==> config.mk <==
export PLATFORM = sky130hd
export DESIGN_NAME = fpeb_front
export DESIGN_NICKNAME = d
export VERILOG_FILES = /design/src/hw/rtl/fpeb_pkg.sv /design/src/hw/rtl/fpeb_front.sv
export SDC_FILE = /design/constraint.sdc
export NUM_CORES = 1
export LEC_CHECK = 0
export BUFFER_PORTS_ARGS = -buffer_cell sky130_fd_sc_hd__buf_2
export CAP_MARGIN = 5
export CORE_MARGIN = 3
export CORE_UTILIZATION = 30
export DETAILED_ROUTE_END_ITERATION = 6
export GPL_ROUTABILITY_DRIVEN = 0
export PLACE_DENSITY = 0.57
export SYNTH_ARGS = -nofsm -noshare
export SYNTH_HDL_FRONTEND = slang
export SYNTH_SLANG_ARGS = --single-unit
==> constraint.sdc <==
create_clock -name clk -period 2.1 [get_ports clk]
set_clock_uncertainty 0.1 [all_clocks]
set_input_delay 0.42 -clock clk [delete_from_list [all_inputs] [get_ports clk]]
set_output_delay 0.42 -clock clk [all_outputs]
set_load 0.03 [all_outputs]
==> src/hw/rtl/fpeb_pkg.sv <==
// Package with the shared command types of the file placement evict/bring policy block.
package fpeb_pkg;

  localparam int unsigned TABLE_ENTRIES_DEF = 128;
  localparam int unsigned ENTRY_W = 7;
  localparam int unsigned TIME_W = 31;
  localparam int unsigned MODE_W = 3;
  localparam int unsigned IN_DATA_W = 48;
  localparam int unsigned OUT_DATA_W = 8;
  localparam logic [TIME_W-1:0] THRESHOLD_RESET = 31'd1000;

  typedef enum logic [MODE_W-1:0] {
    MODE_ADD     = 3'd0,
    MODE_OPEN    = 3'd1,
    MODE_HANDLE  = 3'd2,
    MODE_EVICT   = 3'd3,
    MODE_BRING   = 3'd4,
    MODE_PLACE   = 3'd5,
    MODE_ALL_MEM = 3'd6,
    MODE_REMOVE  = 3'd7
  } mode_t;

  typedef struct packed {
    mode_t             mode;
    logic [ENTRY_W-1:0] entry;
    logic              is_file;
    logic              flag;
    logic              place;
    logic [TIME_W-1:0] now;
  } cmd_t;

  typedef struct packed {
    logic valid;
    cmd_t cmd;
  } queue_out_t;

endpackage

==> src/hw/rtl/fpeb_front.sv <==
// Front part: accepts command transfers, decodes them and queues them for the back part.
module fpeb_front import fpeb_pkg::*; (
  input  logic                  clk,
  input  logic                  rst,
  input  logic                  s_axis_tvalid,
  output logic                  s_axis_tready,
  input  logic [IN_DATA_W-1:0]  s_axis_tdata,
  input  logic [MODE_W-1:0]     s_axis_tuser,
  output queue_out_t            q_out,
  input  logic                  q_pop
);

  cmd_t       slots [2];
  logic       wr_ptr;
  logic       rd_ptr;
  logic [1:0] fill;
  cmd_t       in_cmd;
  logic       push;
  logic       pop;

  always_comb begin
    in_cmd.mode    = mode_t'(s_axis_tuser);
    in_cmd.entry   = s_axis_tdata[6:0];
    in_cmd.is_file = s_axis_tdata[7];
    in_cmd.flag    = s_axis_tdata[8];
    in_cmd.place   = s_axis_tdata[9];
    in_cmd.now     = s_axis_tdata[40:10];
  end

  assign s_axis_tready = (fill != 2'd2);
  assign push = s_axis_tvalid && s_axis_tready;
  assign pop = q_pop && (fill != 2'd0);
  assign q_out.valid = (fill != 2'd0);
  assign q_out.cmd = slots[rd_ptr];

  always_ff @(posedge clk) begin
    if (push) begin
      slots[wr_ptr] <= in_cmd;
    end
  end

  always_ff @(posedge clk) begin
    if (rst) begin
      wr_ptr <= 1'b0;
      rd_ptr <= 1'b0;
      fill <= 2'd0;
    end else begin
      if (push) begin
        wr_ptr <= ~wr_ptr;
      end
      if (pop) begin
        rd_ptr <= ~rd_ptr;
      end
      if (push && !pop) begin
        fill <= fill + 2'd1;
      end else if (pop && !push) begin
        fill <= fill - 2'd1;
      end
    end
  end

endmodule

=== Word level (Yosys, flattened, before mapping) ===
Memory sizes are Yosys's and may differ from the RTL's. A register that Yosys moved wholly into a read port is not among the register bits.
Index checks and enable logic that the tools add are counted.

* Output and inout port bits: 46
* Register bits: 4
* Logic and storage cells: 23
* Memories: 1
* RAM bits: 88
* Input bits: 55

{| class="wikitable"
|+ Memory list
! memory !! words !! width !! rd ports !! clocked after Yosys merged registers in !! wr ports !! RTL line !! text
|-
| slots || 2 || 44 || 1 || 1 || 1 || fpeb_front.sv:13 || <nowiki>cmd_t slots [2];</nowiki>
|}

* Add/sub/neg operators: 2
* Multiplexer cells: 6
* Bitwise operators: 2
* Reductions and logical operators: 8
* Equality and inequality tests: 1

{| class="wikitable"
|+ Operator list
! kind !! count
|-
| logical AND 1 bit || 4
|-
| 2-to-1 mux 1 bit || 4
|-
| 2-to-1 mux 2 bit || 2
|-
| nonzero test 2 bit || 2
|-
| adder 2 x 1 -> 2 bit (second input constant) || 1
|-
| zero test 1 bit || 2
|-
| inequality test 2 bit (second input constant) || 1
|-
| NOT 1 bit || 2
|-
| subtractor 2 x 1 -> 2 bit (second input constant) || 1
|}

=== Logic depth before layout (Yosys ltp) ===
* Depth in word-level cells: 6
* Depth in mapped cells: 6
* Mapped depth without buffers: 6

=== Worst setup path after synthesis ===
Ideal clock, no wire load.

* Path kind: register to register
* From: register fill[0]
* To: memory slots[1][0] (netlist bit), enable pin
* Data required time: 1594 ps
* Stages on the path, launching flop included: 3
* Arrival time: 1915 ps
* Path buffers: 0
* Setup time: 406 ps
* Clock period less this slack: 2421 ps
* Setup slack: -321 ps
* Path through: dfxtp_1 > nand2b_1 > and3_1

* Cells in the longest elaborated chain, start to end: 4

{| class="wikitable"
|+ Ends and longest elaborated chain
! what !! RTL line !! text
|-
| start, declared || fpeb_front.sv:16 || <nowiki>logic [1:0] fill;</nowiki>
|-
| start signal, assigned || fpeb_front.sv:55 || <nowiki>fill <= fill + 2'd1;</nowiki>
|-
| start signal, assigned || fpeb_front.sv:57 || <nowiki>fill <= fill - 2'd1;</nowiki>
|-
| inequality test 2 bit || fpeb_front.sv:30 || <nowiki>assign s_axis_tready = (fill != 2'd2);</nowiki>
|-
| via s_axis_tready || fpeb_front.sv:6 || <nowiki>output logic s_axis_tready,</nowiki>
|-
| logical AND 1 bit || fpeb_front.sv:31 || <nowiki>assign push = s_axis_tvalid && s_axis_tready;</nowiki>
|-
| 2-to-1 mux 1 bit || fpeb_front.sv:37 || <nowiki>if (push) begin</nowiki>
|-
| 2-to-1 mux 1 bit (not written as such) || fpeb_front.sv:38 || <nowiki>slots[wr_ptr] <= in_cmd;</nowiki>
|-
| end, declared || fpeb_front.sv:13 ||
|}

The timed path passes the listed nets, and every way through them passes these cells.

==> flow_results.org <==
** Yosys
- The number of nets handed over by synthesis was 217.
- Synthesis inferred 93 register bits.
- After Yosys synthesis, XOR and XNOR cells account for 0.776% of the synthesized area.
- By area the synthesized netlist is led by edfxtp_1 78%, mux2_2 15%, dfxtp_1 3.0%, xor2_1 0.78%, buf_2 0.74%.
- The share of synthesized area in the top cell type comes to 78.0%.
- Cell with the most instances after synthesis :: edfxtp_1
- Yosys printed 0 warnings.
- Summing the areas of all fa, ha and maj instances in the mapped netlist gives 0.370% of the synthesized area.
- Sequential cell area fraction in the yosys report :: 81.0%
- Most common library cells after synthesis :: 88 x edfxtp_1, 44 x mux2_2, 5 x buf_2, 5 x dfxtp_1
- The largest total area in the synthesized netlist belongs to edfxtp_1.
- Synthesis produced a netlist whose cell count is 161.
- Counting flops with an async set or reset pin after synthesis yields a share of 0%.
- The synthesized design contains 88 enable-type register cells.
- Summing the areas of all and, or, nand and nor instances in the mapped netlist gives 1.48% of the synthesized area.
- Each instance of the synthesized netlist takes up on average 21.0 um^2.
- Post-synth cell types :: 17
- Measured against the total synthesized area, the mux share comes to 14.6%.
- Synth Area in Compound Gates :: 0.887%
- Summed instance area of the synthesized netlist :: 3390 um^2
- Main combinational cell family by area after synthesis :: multiplexers
- In the synthesized netlist the dominant register cell turns out to be edfxtp_1.

** STA
- Fmax :: 502 MHz
- Setup-failing EPs final :: 0
- Count of endpoints failing hold in the final timing report :: 0
- Setup repair after global routing left no endpoint under its margin.
- Setup_tns :: 0 ps
- Transition time at the pin with the least slew margin :: 347 ps
- Pins over their slew limit :: 0
- Slack of the critical path :: 109 ps
- In the finished design, the share of the clock period the worst path needs comes to 94.8%.
- Worst-case headroom to the max-slew limit :: 76.9%
- The routed design could run at a clock period as short as 1990 ps.

** Routing
- After detailed routing, the number of remaining DRC violations is 0.
- Average wire per standard cell :: 15.0 um
- For this run, the detailed router's first-pass iteration total came to 4.
- The final layout contains routed wiring with a total length of 6170 um.
- In the routed layout, each cell is associated on average with a via count of 4.31.
- Via Count :: 1,770
- Initial DRC Count :: 52
- Detail Route Antenna Nets :: 0

** Finish
- Growth of design area from synthesis to finish :: 27.8%
- Fraction of layout cells with a size suffix above 1 :: 58.7%
- The final layout contains 322 nets.
- Ant. Diodes :: 0
- The layout has 1,053 filler cells.
- At the end of the flow the core is filled with cells to 39.6%.

** Worst setup path
- Sort of element at the start of the critical path :: flop
- Walking the worst path, the cells encountered are buf_6 > mux2_2 > buf_2.
- Counting both buffers and inverters, the worst setup path holds a total of 2.
- The largest single stage delay on the critical path is 370 ps.
- CP Max Fanout :: 21
- Data on the critical path is required at its endpoint by 1580 ps.
- CP max-delay cell :: mux2_2
- Critical path class :: flop to output port
- The kind of cell with the highest combined delay along the critical path is buffers and inverters.
- Arrival time at the worst endpoint :: 1470 ps
- Nature of the critical path endpoint :: output port

** GRT
- Global-route usage over all layers :: 10.1%
- The first global-routing pass estimated 9720 um of wire.
- Number of antenna violations at the first check in global routing :: 0
- For met2 alone, demand over resource in global routing was 17.0%.
- Most utilized layer in the global route result :: met2
- Global-route congestion overflow total :: 0
- Entering global routing, the biggest net connects 25 pins.
- For met3 alone, demand over resource in global routing was 3.02%.
- Met1 Usage GRT :: 11.8%
- Vias in the first global route :: 1,918

** Clock tree
- The clock passes through at most 2 buffers.
- Clock Tree Root :: clkbuf_16
- TritonCTS sink count :: 93
- Number of hold-repair buffers added at the cts stage :: 0
- CTS built an H-tree with a depth of 3.
- Setup repair bufs after CTS :: 0
- TritonCTS built the clock tree.
- Number of gates resized after cts :: 0
- The clock reaches the later pin of the worst-skew pair after 320 ps.
- Clock-pin slew was measured on the worst setup and hold paths at 60 ps.
- Buffers inserted during clock tree synthesis total 9.

** Pwr
- Power spread over the standard cell area amounts to 1270 nW/um^2.
- Power after layout :: 5.51 mW
- For this design the static power due to leakage is 1.60 nW.
- VDD sags by at most 0.509 mV.

** Placed design
- The HPWL after detailed placement is 4080 um.
- Worst slack after detailed placement :: 366 ps
- During placement, the flow inserted port buffers numbering 93.

** Worst hold path
- In this run the worst hold path is classified as input pin to flop.

** Floorplan
- The die is 112 um tall.
- Total die area :: 12,600 um^2
- Initial cell density of the core :: 31.0%
- Number of cell rows :: 38
- The die is 112 um wide.
- During I/O placement, the number of pins put on the boundary was 101.
- Core region area :: 10,900 um^2

** Status
- The flow ran to the end, and the final reports show no timing, DRC or antenna violations.

** Job
- The tool flagged a number of max-cap violations equal to 0.
## sequential cells by signal (all words and copies together) (netlist names), named ones only
name / flops
rd_ptr: 1
slots: 88
wr_ptr: 1
fill: 2
## final timing paths
kind                  endpoint       startpoint  slack (ps)  depth (start not counted)
hold / removal    slots[1][31]  s_axis_tdata[9]         180                          1
hold reg to reg         rd_ptr           rd_ptr         410                          2
setup reg to reg       fill[1]          fill[0]         350                          5
setup / recovery     q_out[37]             flop         110                          3
## where the power goes
part | switching (mW) | total [mW] | internal [mW]
Clock | 0.611 | 1.41 | 0.803
Sequential | 0.0673 | 2.39 | 2.32
Combinational | 1.09 | 1.71 | 0.615
Total | 1.77 | 5.51 | 3.74
## layout make-up
| class | count | area (um^2) | area share, % |
|---|---|---|---|
| clock inverter | 2 | 12.5 | 0.289 |
| multi-input combinational | 62 | 616 | 14.2 |
| sequential | 93 | 2740 | 63.4 |
| timing repair buffer | 99 | 527 | 12.2 |
| tap | 140 | 175 | 4.05 |
| clock buffer | 14 | 244 | 5.64 |
| inverter | 1 | 7.51 | 0.174 |
## cells by family (layout without fill, tap and decap cells)
group,count (synthesis),after routing
AOI/OAI and AO/OA,5,5
xor gates and xnor gates,3,3
adders and majority gates,1,1
buffers and inverters,6,116
DFF,93,93
muxes,44,44
and+or+nand+nor,9,9
## routing by layer
| metal | vias up | share of wire (%) |
|---|---|---|
| met5 | - | 0 |
| met4 | 0 | 2.0 |
| met3 | 9 | 6.0 |
| met2 | 57 | 51 |
| met1 | 862 | 41 |
| li1 | 842 | - |
## stage by stage
| step | hold slack, ps | area (um^2) | cells |
|---|---|---|---|
| 6_report | 179 | 4330 | 411 |
| 5_1_grt | 165 | 4330 | 411 |
| 2_1_floorplan | 371 | 3390 | 161 |
| 4_1_cts | 158 | 4320 | 411 |
| 3_3_place_gp | 388 | 4070 | 395 |
| 3_5_place_dp | 399 | 4070 | 395 |
## cell usage in the layout, fill, tap and decap left out, types with 2 or more instances in the layout
| cell | n |
|---|---|
| a21oi_1 | 2 |
| buf_2 | 93 |
| buf_4 | 4 |
| clkbuf_1 | 5 |
| clkbuf_16 | 9 |
| clkinvlp_4 | 2 |
| dfxtp_1 | 4 |
| edfxtp_1 | 88 |
| mux2_2 | 44 |
| nor2_1 | 3 |
| o21ai_0 | 2 |
| xor2_1 | 3 |
(Power assumes the default switching activity.)
